$ cat config.mk
export PLATFORM = sky130hd
export DESIGN_NAME = crm_ram
export DESIGN_NICKNAME = d
export VERILOG_FILES = /design/src/design/chained_range_remap_min_macros.svh /design/src/design/crm_ram.sv
export SDC_FILE = /design/constraint.sdc
export NUM_CORES = 1
export LEC_CHECK = 0
export BUFFER_PORTS_ARGS = -buffer_cell sky130_fd_sc_hd__buf_2
export CAP_MARGIN = 20
export CORE_MARGIN = 2
export CORE_UTILIZATION = 35
export DETAILED_ROUTE_END_ITERATION = 10
export PLACE_DENSITY = 0.47
export SYNTH_ARGS = -nofsm -noshare
export SYNTH_HDL_FRONTEND = slang
export SYNTH_SLANG_ARGS = --single-unit
$ cat constraint.sdc
create_clock -name clk -period 3.87 [get_ports clk]
set_input_delay 0.387 -clock clk [delete_from_list [all_inputs] [get_ports clk]]
set_output_delay 0.387 -clock clk [all_outputs]
set_load 0.01 [all_outputs]
$ cat src/design/chained_range_remap_min_macros.svh
// Assertion helpers shared by the remap block.
`ifndef CHAINED_RANGE_REMAP_MIN_MACROS_SVH
`define CHAINED_RANGE_REMAP_MIN_MACROS_SVH

// The consequent must hold in the same cycle as the antecedent.
`define CRM_ASSERT_SAME(label, clk, rst_n, ante, cons) \
  label: assert property (@(posedge clk) disable iff (!rst_n) (ante) |-> (cons)) \
    else $error("remap block check failed");

// The consequent must hold in the cycle after the antecedent.
`define CRM_ASSERT_NEXT(label, clk, rst_n, ante, cons) \
  label: assert property (@(posedge clk) disable iff (!rst_n) (ante) |=> (cons)) \
    else $error("remap block check failed");

`endif

$ cat src/design/crm_ram.sv
`timescale 1ns / 1ps

module crm_ram #(
  parameter int WIDTH = 8,
  parameter int DEPTH = 16
) (
  input  logic                                          clk,
  input  logic                                          we,
  input  logic [((DEPTH > 1) ? $clog2(DEPTH) : 1)-1:0] waddr,
  input  logic [WIDTH-1:0]                              wdata,
  input  logic [((DEPTH > 1) ? $clog2(DEPTH) : 1)-1:0] raddr,
  output logic [WIDTH-1:0]                              rdata
);

  logic [WIDTH-1:0] mem [DEPTH];

  // One write port and one registered read port.
  always_ff @(posedge clk) begin
    if (we) begin
      mem[waddr] <= wdata;
    end
    rdata <= mem[raddr];
  end

endmodule

==> impl_metrics.py <==
metrics = {
    "setup_path": {
        "rr_startpoint": "mem[1][3]",
        "startpoint_type": "input port",
        "cp-startpoint": "raddr[0]",
        "r2r-end": "rdata[3]",
        "critPathArrivalTime_ps": 2170,
        "cp-end-kind": "register",
        "r2r_slack_ps": 2520,
        "reg2reg_depth": 3,
        "required_ps": 4160,
        "path_class": "input port to register",
        "worstPathMaxFanout": 20,
        "cp-endpoint": "rdata[3]",
    },
    "timing": {
        "max_freq_mhz": 531.9,
        "hold_slack_ps": 365.6,
        "finalHoldViolCount": 0,
        "finalClockSkew_ps": 3.951,
        "setup_tns_ps": 0,
        "max_slew_margin": 0.2888,
        "timing.final.crit_period_ps": 1880,
        "setup_viol": 0,
        "tightest_slew_ps": 1063,
        "rsz0062_at_grt": "no",
        "slew_viol_final": 0,
        "fin_crit_sh": 0.4858,
    },
    "routing": {
        "drtIter0Drc": 214,
        "wirelength_mm": 10.60,
        "drtPass1Iterations": 4,
        "viasPerCell": 5.106,
        "avgRoutedWirePerCell_um": 22.90,
        "drc": 0,
        "vias": 2364,
        "route.antenna.remaining_nets": 0,
    },
    "floorplanning": {
        "die_w_um": 125.3,
        "die-area_mm2": 0.01569,
        "core_area_mm2": 0.01442,
        "fp.dieH_um": 125.3,
        "initial_utilization": 0.3569,
        "io_pins": 26,
        "num_rows": 44,
    },
    "synthesis": {
        "syn_area_mm2": 0.005147,
        "synth_edf_count": 128,
        "synth_area_leaders": "edfxtp_1 75%, mux4_2 7.9%, mux4_1 7.1%",
        "ys.flop_type": "edfxtp_1",
        "ys_ff_latch": 136,
        "yosysTopAreaCellShare": 0.7467,
        "ys_warn_count": 0,
        "async_flop_share": 0,
        "synth_common_cells": "128 x edfxtp_1, 18 x mux4_2, 16 x a22oi_1, 14 x mux4_1, 13 x nor2_1",
        "postSynthCellCount": 229,
        "synth_most_common_cell": "edfxtp_1",
        "synth.net_count": 247,
        "yosys.cell_types.count": 19,
        "synth_seq_area_share": 0.7778,
        "yosysTopAreaCell": "edfxtp_1",
        "synth_area_per_cell_um2": 22.48,
    },
    "grt": {
        "grt_max_degree": 33,
        "grt_pass1_wl_mm": 16.28,
        "grt_overflow": 0,
        "grtUsageTotal": 0.1468,
        "grt_most_used_layer": "met2",
        "grtUsageMet1": 0.2074,
        "antenna_found_initial": 0,
        "first_global_vias": 2525,
        "met2_usage": 0.2161,
        "grt_use_met3": 0.05306,
    },
    "power_and_ir_drop": {
        "power.density_mw_per_mm2": 552.1,
        "p_leak_uw": 0.001998,
        "ir_drop_mv": 0.3300,
    },
    "clocking": {
        "postCtsSetupRepairBufs": 0,
        "cts_hold_repair.buffers": 0,
        "cts-resized-gates": 0,
        "cts_inserted_buffers": 17,
        "root_buffer": "clkbuf_16",
        "clock_sinks": 136,
        "worstSkewPairLatency_ps": 410,
        "cts_tree": "done",
        "max-clock-path-buffers": 2,
        "h-tree-depth": 4,
        "path_clk_slew_ps": 50,
    },
    "placed_design": {
        "detailed_place_hpwl_mm": 6.556,
        "globalplace.congestion": 0.6891,
        "io_buffers": 25,
    },
    "flow_run": {
        "drv_cap": 0,
    },
    "layout": {
        "syn2layout_area_growth_pct": 16.97,
        "drive_above_1_share": 0.2688,
        "diodes": 0,
        "layout.nets": 286,
        "n_fill_cell": 1274,
    },
    "min_path": {
        "hold_path.class": "input port to register",
        "whs_path_depth": 1,
    },
    "outcome": {
        "status": "finished, final reports clean",
    },
}
## placed cells by master (no fill, tap or decap)
| cell type | instances |
|---|---|
| bufinv_16 | 1 |
| nor2_1 | 13 |
| nand3b_1 | 2 |
| buf_2 | 25 |
| mux4_1 | 14 |
| and2b_1 | 1 |
| clkbuf_8 | 6 |
| nand2b_1 | 2 |
| or3b_2 | 1 |
| clkinv_2 | 1 |
| nor3_2 | 1 |
| and2_1 | 1 |
| mux4_2 | 18 |
| clkbuf_1 | 4 |
| edfxtp_1 | 128 |
| buf_4 | 5 |
| nor3_1 | 3 |
| clkbuf_16 | 17 |
| nor2b_1 | 1 |
| nand3_1 | 1 |
| dfxtp_1 | 8 |
| clkinv_1 | 1 |
| a22oi_1 | 16 |
| nand2_1 | 9 |
## critical path, cell delays in order
cell and delay, ps:
buf_2 540, buf_4 330, mux4_1 580, a22oi_1 240, nand2_1 90
## layer usage
| metal | part of all wire | vias up |
|---|---|---|
| met4 | 0.0079 | 0 |
| met5 | 0 | - |
| met3 | 0.045 | 7 |
| met1 | 0.47 | 1258 |
| met2 | 0.48 | 52 |
| li1 | - | 1047 |
## flip-flops by register name (all words and copies together), names as in the netlist
| signal | flops |
|---|---|
| rdata | 8 |
| mem | 128 |
## cells by family (layout without fill, tap and decap cells)
| group | count (synthesis) | count (layout) | share of synthesized area |
|---|---|---|---|
| multiplexers | 32 | 32 | 0.1502 |
| flip-flops | 136 | 136 | 0.7778 |
| AO/OA/AOI/OAI | 16 | 16 | 0.02334 |
| buffers and inverters | 10 | 60 | 0.01677 |
| AND/OR/NAND/NOR | 35 | 35 | 0.03184 |
## cell type report
type	instances	area [µm²]	area share
flip-flops and latches	136	4004	0.6650
multi-input cells	83	1062	0.1764
clock buffers	27	523.0	0.08687
well taps	184	230.2	0.03824
repair buffers	30	162.7	0.02702
clock inverters	3	38.79	0.006442
## power breakdown
group,total [µW],switching (µW),internal (µW)
sequential,1660,11.6,1650
combinational,148,87.8,60.4
clock,1520,540,976
total,3320,639,2680
## worst min path at each step
stage / startpoint / to / slack (ps)
6_report: wdata[4] / mem[13][4] / 370
5_1_grt: wdata[6] / mem[4][6] / 360
4_1_cts: wdata[0] / mem[14][0] / 350
3_5_place_dp: mem[8][4] / rdata[4] / 680
3_3_place_gp: mem[7][1] / rdata[1] / 660
2_1_floorplan: wdata[0] / mem[0][0] / 490
## stage by stage
step,cells,instance area [µm²],power (µW),util,setup slack (ps)
CTS,463,6021,3352,0.4174,1886
finish,463,6021,3324,0.4174,1990
global placement,433,5459,1840,0.3785,1474
floorplan,229,5147,1773,-,1990
detailed placement,433,5459,1842,0.3785,1452
global route,463,6021,3434,0.4174,1844
(Power assumes the default switching activity.)
