[config.mk]
export PLATFORM = sky130hd
export DESIGN_NAME = crm_match
export DESIGN_NICKNAME = d
export VERILOG_FILES = /design/src/design/chained_range_remap_min_macros.svh /design/src/design/crm_pkg.sv /design/src/design/crm_match.sv
export SDC_FILE = /design/constraint.sdc
export NUM_CORES = 1
export LEC_CHECK = 0
export BUFFER_PORTS_ARGS = -buffer_cell sky130_fd_sc_hd__buf_2
export CELL_PAD_IN_SITES_DETAIL_PLACEMENT = 0
export CELL_PAD_IN_SITES_GLOBAL_PLACEMENT = 1
export CORE_AREA = 2 2 163 165
export DETAILED_ROUTE_END_ITERATION = 12
export DIE_AREA = 0 0 165 167
export PLACE_DENSITY_LB_ADDON = 0.1
export SLEW_MARGIN = 25
export SYNTH_ARGS = -nofsm -noshare
export SYNTH_HDL_FRONTEND = slang
export SYNTH_SLANG_ARGS = --single-unit
[constraint.sdc]
create_clock -name vclk -period 12.7
set_input_delay 0.635 -clock vclk [all_inputs]
set_output_delay 0.635 -clock vclk [all_outputs]
set_load 0.03 [all_outputs]
[src/design/chained_range_remap_min_macros.svh]
// Assertion helpers shared by the remap block.
`ifndef CHAINED_RANGE_REMAP_MIN_MACROS_SVH
`define CHAINED_RANGE_REMAP_MIN_MACROS_SVH

// The consequent must hold in the same cycle as the antecedent.
`define CRM_ASSERT_SAME(label, clk, rst_n, ante, cons) \
  label: assert property (@(posedge clk) disable iff (!rst_n) (ante) |-> (cons)) \
    else $error("remap block check failed");

// The consequent must hold in the cycle after the antecedent.
`define CRM_ASSERT_NEXT(label, clk, rst_n, ante, cons) \
  label: assert property (@(posedge clk) disable iff (!rst_n) (ante) |=> (cons)) \
    else $error("remap block check failed");

`endif

[src/design/crm_pkg.sv]
`timescale 1ns / 1ps

package crm_pkg;

  // Chain geometry.
  localparam int STAGES  = 7;
  localparam int ENTRIES = 64;
  localparam int TOTAL   = STAGES * ENTRIES;

  // Field and index widths.
  localparam int VAL_W   = 63;
  localparam int ADDR_W  = (TOTAL > 1) ? $clog2(TOTAL) : 1;
  localparam int SLOT_W  = (ENTRIES > 1) ? $clog2(ENTRIES) : 1;
  localparam int STAGE_W = (STAGES > 1) ? $clog2(STAGES) : 1;

  // One table word: valid bit, source base, destination base, span.
  localparam int WORD_W  = 1 + 3 * VAL_W;

  // Request operation codes.
  localparam logic [1:0] OP_WRITE = 2'd0;
  localparam logic [1:0] OP_MAP   = 2'd1;
  localparam logic [1:0] OP_CLEAR = 2'd2;

  // Sequencer state codes.
  localparam logic [1:0] ST_CLEAR = 2'd0;
  localparam logic [1:0] ST_IDLE  = 2'd1;
  localparam logic [1:0] ST_RUN   = 2'd2;
  localparam logic [1:0] ST_DONE  = 2'd3;

  // Outcome of testing one table entry against the current value.
  typedef struct packed {
    logic             hit;
    logic [VAL_W-1:0] value;
  } match_t;

endpackage

[src/design/crm_match.sv]
`timescale 1ns / 1ps

module crm_match (
  input  logic [crm_pkg::WORD_W-1:0] word,
  input  logic [crm_pkg::VAL_W-1:0]  value,
  output crm_pkg::match_t            result
);

  logic                      ent_valid;
  logic [crm_pkg::VAL_W-1:0] ent_src;
  logic [crm_pkg::VAL_W-1:0] ent_dst;
  logic [crm_pkg::VAL_W-1:0] ent_span;
  logic [crm_pkg::VAL_W:0]   diff_ext;
  logic [crm_pkg::VAL_W-1:0] offset;

  assign {ent_valid, ent_src, ent_dst, ent_span} = word;

  // Offset into the window; the extra top bit is the borrow (value below source).
  assign diff_ext = {1'b0, value} - {1'b0, ent_src};
  assign offset   = diff_ext[crm_pkg::VAL_W-1:0];

  // The window end is never formed, so a window past the top covers every value from source up.
  assign result.hit   = ent_valid && !diff_ext[crm_pkg::VAL_W] && (offset < ent_span);
  assign result.value = ent_dst + offset;

endmodule

==> results of run 1 <==
-- metrics by stage --
step / setup WS [ps] / total power, mW / util / cells / instance area, um2
floorplan: 6422 / 0.9397 / - / 1290 / 8931
global placement: 5347 / 1.317 / 0.4189 / 1907 / 10790
detailed placement: 5441 / 1.310 / 0.4189 / 1907 / 10790
CTS: 5386 / 1.317 / 0.4189 / 1907 / 10790
global route: 4880 / 1.444 / 0.4194 / 1912 / 10800
finish: 5281 / 1.318 / 0.4196 / 1914 / 10810
-- cells by family after synthesis --
family          share of synthesized area
simple gates                       0.1712
compound gates                     0.3533
fa+ha+maj                          0.2777
buf+inv                           0.08014
xor+xnor                           0.1177
-- worst max-delay path by stage --
stage,to,cells after the start,slack [ps]
2_1_floorplan,result[61],23,6420
3_3_place_gp,result[61],24,5350
3_5_place_dp,result[61],24,5440
4_1_cts,result[61],24,5390
5_1_grt,result[61],25,4880
6_report,result[61],24,5280
-- where the power goes --
group          switching (mW)  leakage (nW)  internal (mW)
Clock                       0     0.0000444   0.0000000738
Combinational           0.853          5.93          0.465
Sequential                  0             0              0
-- cell usage after synthesis, types with 7 or more instances --
cell type,count
and4_1,8
nand4_1,42
ha_1,195
o31ai_1,9
a21o_1,104
buf_2,8
nand3_1,29
o21ai_0,73
o21bai_1,23
nor3_1,12
and3_1,7
a211oi_1,17
nand2b_1,16
nand2_1,83
inv_1,152
o21a_1,16
and2_1,8
xor2_1,47
a31oi_1,17
clkbuf_1,24
o211ai_1,10
nor2_1,67
nor2b_1,19
xnor2_1,73
a21oi_1,145
-- layer usage --
metal | routed length, um | track usage
met1 | 16380 | 0.3563
met3 | 2181 | 0.01968
met5 | 11 | 0
met2 | 14100 | 0.3489
met4 | 286 | 0.02306
-- cell usage in the layout (no fill, tap or decap), types with 3 or more instances in the layout --
cell / instances
nor4_1: 4
a211oi_1: 17
nand4_1: 42
diode_2: 7
nand3_1: 29
inv_1: 152
a221o_1: 5
o31ai_1: 9
a211o_1: 5
o41ai_1: 3
and3_1: 7
o211ai_1: 10
a21o_1: 104
a21oi_1: 145
and4_1: 8
a31o_2: 5
o221ai_1: 6
ha_1: 195
o21ai_0: 73
o21a_1: 16
nor2b_1: 19
xor2_1: 47
a221oi_1: 3
nand2b_1: 16
o21ai_1: 3
a21boi_0: 5
nor3_1: 12
xnor2_1: 73
nor2_1: 67
a2111oi_0: 5
a31oi_1: 17
nand2_1: 83
buf_2: 317
and2_1: 8
o31a_1: 3
o21bai_1: 23
-- layout make-up --
type	count	area (um2)	area share
Tap cell	335	419.2	0.03878
Multi-Input combinational cell	1103	8215	0.7600
Antenna cell	7	17.52	0.001621
Timing Repair Buffer	317	1587	0.1468
Inverter	152	570.5	0.05278
==> flow_metrics.py, run 1 <==
metrics = {
    "sta": {
        "period_needed_ps": 7419,
        "fmax_ghz": 0.1348,
        "fin_tns_setup_ps": 0,
        "whs_ps": 1648,
        "relSlewSlack": 0.4169,
        "rsz0062_at_grt": "no",
        "setup_viol": 0,
        "worst_pin_slew_ps": 870.6,
        "finalHoldViolCount": 0,
        "maxSlewViolCount": 0,
        "post-route-period-util": 0.5842,
    },
    "synthesis": {
        "ys_seq_area_frac": 0,
        "synth_largest_area_cell": "ha_1",
        "syn_area_per_cell_um2": 6.923,
        "postSynthCellCount": 1290,
        "synth_top_area_frac": 0.2732,
        "synth_area_um2": 8931,
        "ys_warn_count": 0,
        "synthTopCellsByArea": "ha_1, a21o_1, a21oi_1",
        "yosys.cell_types.count": 66,
        "syn-num-nets": 1740,
    },
    "placement": {
        "place.detailed.hpwl_um": 29870,
        "gp_congestion": 0.9067,
        "portBuffers": 317,
    },
    "detailed_routing": {
        "dr.pass1.iters": 5,
        "via_per_inst": 5.389,
        "wire_per_inst_um": 17.22,
        "vias": 10320,
        "drc_errors": 0,
        "drt_iter0_markers": 615,
        "ant_nets": 0,
        "drt_wl_total_um": 32950,
    },
    "floorplanning": {
        "die_h_um": 167,
        "core_um2": 25760,
        "rows": 59,
        "start_util": 0.3467,
        "dieArea_um2": 27560,
        "boundaryPins": 317,
        "die_w_um": 165,
    },
    "global_route": {
        "grt_antenna_before_repair": 8,
        "track_usage": 0.2289,
        "grt_max_degree": 10,
        "grt_pass1_wl_um": 50960,
        "grt-ovfl-total": 0,
        "grt_pass1_vias": 9582,
    },
    "finish": {
        "finalNetCount": 2024,
        "register_area_um2": 0,
        "design.seq.count": 0,
        "area_growth_pct": 21.03,
        "clkbuf_count": 0,
        "num-fill-cells": 2855,
        "drive_gt1_frac": 0.2131,
    },
    "hold_path": {
        "min-delay-start": "word[63]",
        "whs_endpoint": "result[0]",
        "hold_class": "primary input to output pin",
        "hold_path_depth": 3,
    },
    "power_and_ir_drop": {
        "power_density_nw_per_um2": 121.9,
        "leakagePower_nw": 5.932,
        "ir_worst_vdd_mv": 0.1008,
    },
    "critical_path": {
        "arrival_ps": 6780,
        "critPathKind": "primary input to output pin",
        "max_stage_delay_ps": 570,
        "crit_buf_inv": 2,
        "cp_top_family": "compound AO/OA/AOI/OAI gates",
        "critPathMaxFanout": 7,
        "start_kind": "primary input",
        "crit_required_ps": 12060,
        "startpoint": "value[3]",
        "crit_path_cell_trace": "buf_2, ha_1, or4_1, o21ai_0, o21bai_1, a21oi_1, o31ai_1, a21oi_1, o21ai_0, a31oi_1, xnor2_1, ha_1, nand4_1, or2_2, nor2_1, and4_1, o311ai_0, a31o_2, a21o_1, a31o_2, o31ai_1, a311oi_1, xnor2_1, buf_2",
        "critPathSlowestCell": "or4_1",
        "end_kind": "output pin",
    },
    "run_status": {
        "status": "finished, final reports clean",
    },
    "flow_run": {
        "cap_violations": 0,
    },
    "clocking": {
        "postCtsSetupBuffers": 0,
        "hold_buffers": 0,
        "cts_resized": 0,
    },
}
No activity file was read; power rests on OpenSTA's default activity.
==> run 2: changes to the inputs <==
- clock period: 12.7 -> 7 ns (I/O delays scaled with it)
==> flow_metrics.py, run 2 (synthesis gave the netlist of run 1 again) <==
metrics = {
    "finish": {
        "num-fill-cells": 2893,
        "area_growth_pct": 21.22,
        "layout_commonest_cell": "buf_2",
        "finalNetCount": 2025,
        "drive_gt1_frac": 0.2155,
        "stdcell_count": 1914,
        "register_area_um2": 0,
        "clkbuf_count": 0,
        "design.seq.count": 0,
        "final_cell_mix": "buf_2, ha_1, inv_1, a21oi_1, a21o_1",
        "fin_area_um2": 10830,
    },
    "floorplanning": {
        "boundaryPins": 317,
        "core_um2": 25760,
        "start_util": 0.3467,
        "dieArea_um2": 27560,
        "die_w_um": 165,
        "die_h_um": 167,
        "rows": 59,
    },
    "placement": {
        "placed_cell_area_um2": 10800,
        "dp_cells": 1908,
        "place.detailed.hpwl_um": 29920,
        "gp_congestion": 0.9075,
        "dp_slack_ps": 297.8,
        "portBuffers": 317,
    },
    "power_and_ir_drop": {
        "leakagePower_nw": 5.940,
        "switching_share": 0.6476,
        "seqPwrFrac": 0,
        "intPower_mw": 0.8464,
        "power_switching_mw": 1.556,
        "clkPwrFrac": 0,
        "power_frac_comb": 1.000,
        "power_density_nw_per_um2": 221.9,
        "ir_worst_vdd_mv": 0.1803,
    },
    "detailed_routing": {
        "drt_iter0_markers": 591,
        "vias": 10190,
        "drc_errors": 0,
        "ant_nets": 0,
        "drt_wl_total_um": 33170,
        "via_per_inst": 5.325,
        "dr.pass1.iters": 7,
        "wire_per_inst_um": 17.33,
    },
    "sta": {
        "finalHoldViolCount": 0,
        "post-route-period-util": 0.9265,
        "worst_pin_slew_ps": 639.6,
        "period_needed_ps": 6485,
        "fin_tns_setup_ps": 0,
        "fin_ws_ps": 514.6,
        "relSlewSlack": 0.5682,
        "fmax_ghz": 0.1542,
        "maxSlewViolCount": 0,
        "setup_viol": 0,
        "rsz0062_at_grt": "no",
    },
    "global_route": {
        "grt_pass1_wl_um": 50650,
        "grt-ovfl-total": 0,
        "grt_max_degree": 10,
        "track_usage": 0.2280,
        "grt_antenna_before_repair": 7,
        "grt_pass1_vias": 9509,
    },
    "run_status": {
        "status": "finished, final reports clean",
    },
    "flow_run": {
        "cap_violations": 0,
    },
    "critical_path": {
        "critPathKind": "primary input to output pin",
        "critPathMaxFanout": 7,
        "cp_common_cell": "a31oi_1",
        "start_kind": "primary input",
        "arrival_ps": 6140,
        "crit_path_cell_trace": "buf_2, ha_1, or4_1, o21ai_1, o21bai_1, a21oi_2, o31ai_1, a21oi_1, o21ai_0, a31oi_1, xnor2_1, ha_1, nand4_1, nand3b_1, a311o_1, or3b_2, a21oi_1, o31ai_1, a31oi_1, o21bai_1, nand4_1, a31oi_1, buf_2",
        "critPathSlowestCell": "or4_1",
        "end_kind": "output pin",
        "max_stage_delay_ps": 600,
        "crit_required_ps": 6650,
    },
    "clocking": {
        "postCtsSetupBuffers": 0,
        "hold_buffers": 0,
    },
    "hold_path": {
        "hold_class": "primary input to output pin",
    },
}
run 2: area by class of cell:
| cell class | count | area [um2] | area share |
|---|---|---|---|
| multi-input cells | 1103 | 8228 | 0.7600 |
| repair buffers | 318 | 1594 | 0.1472 |
| inverters | 152 | 570.5 | 0.05270 |
| well taps | 335 | 419.2 | 0.03872 |
| diodes | 6 | 15.01 | 0.001387 |
run 2: routing by layer:
metal / vias to the layer above / GRT usage / wire [um]
li1: 5287 / - / -
met2: 309 / 0.3549 / 14290
met3: 15 / 0.01220 / 1719
met5: - / 0 / 11
met1: 4579 / 0.3549 / 16930
met4: 2 / 0.01853 / 223
run 2: critical path, delay by kind of cell:
kind / cells / cell delay, ps
buf+inv: 2 / 350
simple gates: 5 / 1410
fa+ha+maj: 2 / 680
compound gates: 13 / 3180
xor+xnor: 1 / 160
run 2: per-stage QoR:
step,hold slack [ps],total power [mW],utilization
2_1_floorplan,969.6,1.705,-
3_3_place_gp,1075,2.394,0.4192
3_5_place_dp,1082,2.384,0.4192
4_1_cts,1084,2.396,0.4192
5_1_grt,1104,2.619,0.4200
6_report,1080,2.402,0.4202
run 2: power groups by stage:
stage	Combinational [mW]	Sequential, mW	Clock, mW
floorplan	1.70	0	0
global placement	2.39	0	0
detailed placement	2.38	0	0
CTS	2.40	0	0
global route	2.62	0	0.0000000766
finish	2.40	0	0.000000115
run 2: path summary, 6_finish.rpt:
check | start | to | slack (ps) | depth (start not counted)
setup / recovery | value[3] | result[56] | 510 | 23
hold / removal | word[63] | result[0] | 1080 | 3
run 2: timing repair:
action | 4_1_cts | 5_1_grt
resized for setup | 0 | 5
endpoints found under the hold margin | 0 | 0
endpoints found under the setup margin | 0 | 8
==> run 3: changes to the inputs <==
- clock period: 7 -> 8.4 ns (I/O delays scaled with it)
==> flow_metrics.py, run 3 (synthesis gave the netlist of run 1 again) <==
metrics = {
    "sta": {
        "maxSlewViolCount": 0,
        "fin_tns_setup_ps": 0,
        "post-route-period-util": 0.8246,
        "worst_pin_slew_ps": 845.8,
        "rsz0062_at_grt": "no",
        "whs_ps": 1218,
        "finalHoldViolCount": 0,
        "fin_ws_ps": 1474,
        "fmax_ghz": 0.1444,
        "relSlewSlack": 0.4335,
        "setup_viol": 0,
        "period_needed_ps": 6926,
    },
    "detailed_routing": {
        "drt_iter0_markers": 632,
        "vias": 10170,
        "wire_per_inst_um": 17.21,
        "drc_errors": 0,
        "dr.pass1.iters": 5,
        "drt_wl_total_um": 32910,
        "ant_nets": 0,
        "via_per_inst": 5.319,
    },
    "floorplanning": {
        "core_um2": 25760,
        "die_w_um": 165,
        "die_h_um": 167,
        "boundaryPins": 317,
        "dieArea_um2": 27560,
        "start_util": 0.3467,
        "rows": 59,
    },
    "placement": {
        "gp_congestion": 0.9071,
        "portBuffers": 317,
        "place.detailed.hpwl_um": 29920,
        "dp_cells": 1907,
        "dp_slack_ps": 1581,
    },
    "run_status": {
        "status": "finished, final reports clean",
    },
    "power_and_ir_drop": {
        "ir_worst_vdd_mv": 0.1289,
        "clkPwrFrac": 0,
        "power_density_nw_per_um2": 184.5,
        "leakagePower_nw": 5.932,
        "switching_share": 0.6473,
        "seqPwrFrac": 0,
        "intPower_mw": 0.7030,
        "power_switching_mw": 1.290,
        "total_power_mw": 1.993,
        "power_frac_comb": 1.000,
    },
    "finish": {
        "stdcell_count": 1912,
        "num-fill-cells": 2831,
        "design.seq.count": 0,
        "register_area_um2": 0,
        "area_growth_pct": 20.97,
        "drive_gt1_frac": 0.2131,
        "final_cell_mix": "buf_2, ha_1, inv_1, a21oi_1, a21o_1",
        "multiInputGateArea_um2": 8215,
        "clkbuf_count": 0,
        "finalNetCount": 2024,
        "layout_commonest_cell": "buf_2",
    },
    "global_route": {
        "grt_pass1_wl_um": 50660,
        "grt_pass1_vias": 9517,
        "grt_max_degree": 10,
        "grt-ovfl-total": 0,
        "track_usage": 0.2280,
        "grt_antenna_before_repair": 5,
    },
    "critical_path": {
        "critPathKind": "primary input to output pin",
        "start_kind": "primary input",
        "critPathMaxFanout": 7,
        "end_kind": "output pin",
        "arrival_ps": 6510,
        "crit_required_ps": 7980,
    },
    "clocking": {
        "hold_buffers": 0,
        "postCtsSetupBuffers": 0,
        "cts_resized": 0,
    },
    "hold_path": {
        "hold_class": "primary input to output pin",
    },
    "flow_run": {
        "cap_violations": 0,
    },
}
==> run 3: cell types whose count changed in the layout (fill, tap and decap cells not counted) <==
cell and delta:
o21ai_1 -1, o31ai_2 -1, o31ai_1 +1, buf_4 -1
a21oi_2 -1, diode_2 -1, a21oi_1 +1, o21ai_2 -1
o21ai_0 +2
==> run 3: worst paths after layout <==
kind              startpoint         end  slack (ps)  cells past startpoint
hold / removal      word[63]   result[0]        1220                      3
setup / recovery    value[3]  result[61]        1470                     24
==> run 3: power groups by stage <==
stage               logic (mW)  registers, mW  clock network [mW]
detailed placement        1.98              0                   0
global route              2.18              0        0.0000000478
floorplan                 1.42              0                   0
finish                    1.99              0        0.0000000798
CTS                       1.99              0                   0
global placement          1.99              0                   0
==> run 3: area by class of cell <==
class                           instances  area share
Inverter                              152     0.05281
Timing Repair Buffer                  317      0.1468
Tap cell                              335     0.03880
Antenna cell                            5    0.001158
Multi-Input combinational cell       1103      0.7604
==> run 3: critical path, stage by stage <==
cell and delay, ps:
buf_2 100, ha_1 240, or4_1 570, o21ai_0 320
o21bai_1 170, a21oi_1 320, o31ai_1 120, a21oi_1 230
o21ai_0 180, a31oi_1 240, xnor2_1 170, ha_1 430
nand4_1 130, or2_2 330, nor2_1 200, and4_1 220
o311ai_0 210, a31o_2 350, a21o_1 240, a31o_2 250
o31ai_1 470, a311oi_1 200, xnor2_1 170, buf_2 220
==> run 3: stage by stage <==
stage	util	instance area [um2]
6_report	0.4194	10800
2_1_floorplan	-	8931
5_1_grt	0.4192	10800
3_3_place_gp	0.4189	10790
3_5_place_dp	0.4189	10790
4_1_cts	0.4189	10790
==> run 3: per-layer routing <==
metal | up-vias | share of wire | track usage
li1 | 5281 | - | -
met1 | 4544 | 0.50 | 0.3551
met2 | 336 | 0.43 | 0.3525
met3 | 8 | 0.060 | 0.01519
met4 | 0 | 0.0049 | 0.01853
met5 | - | 0 | 0
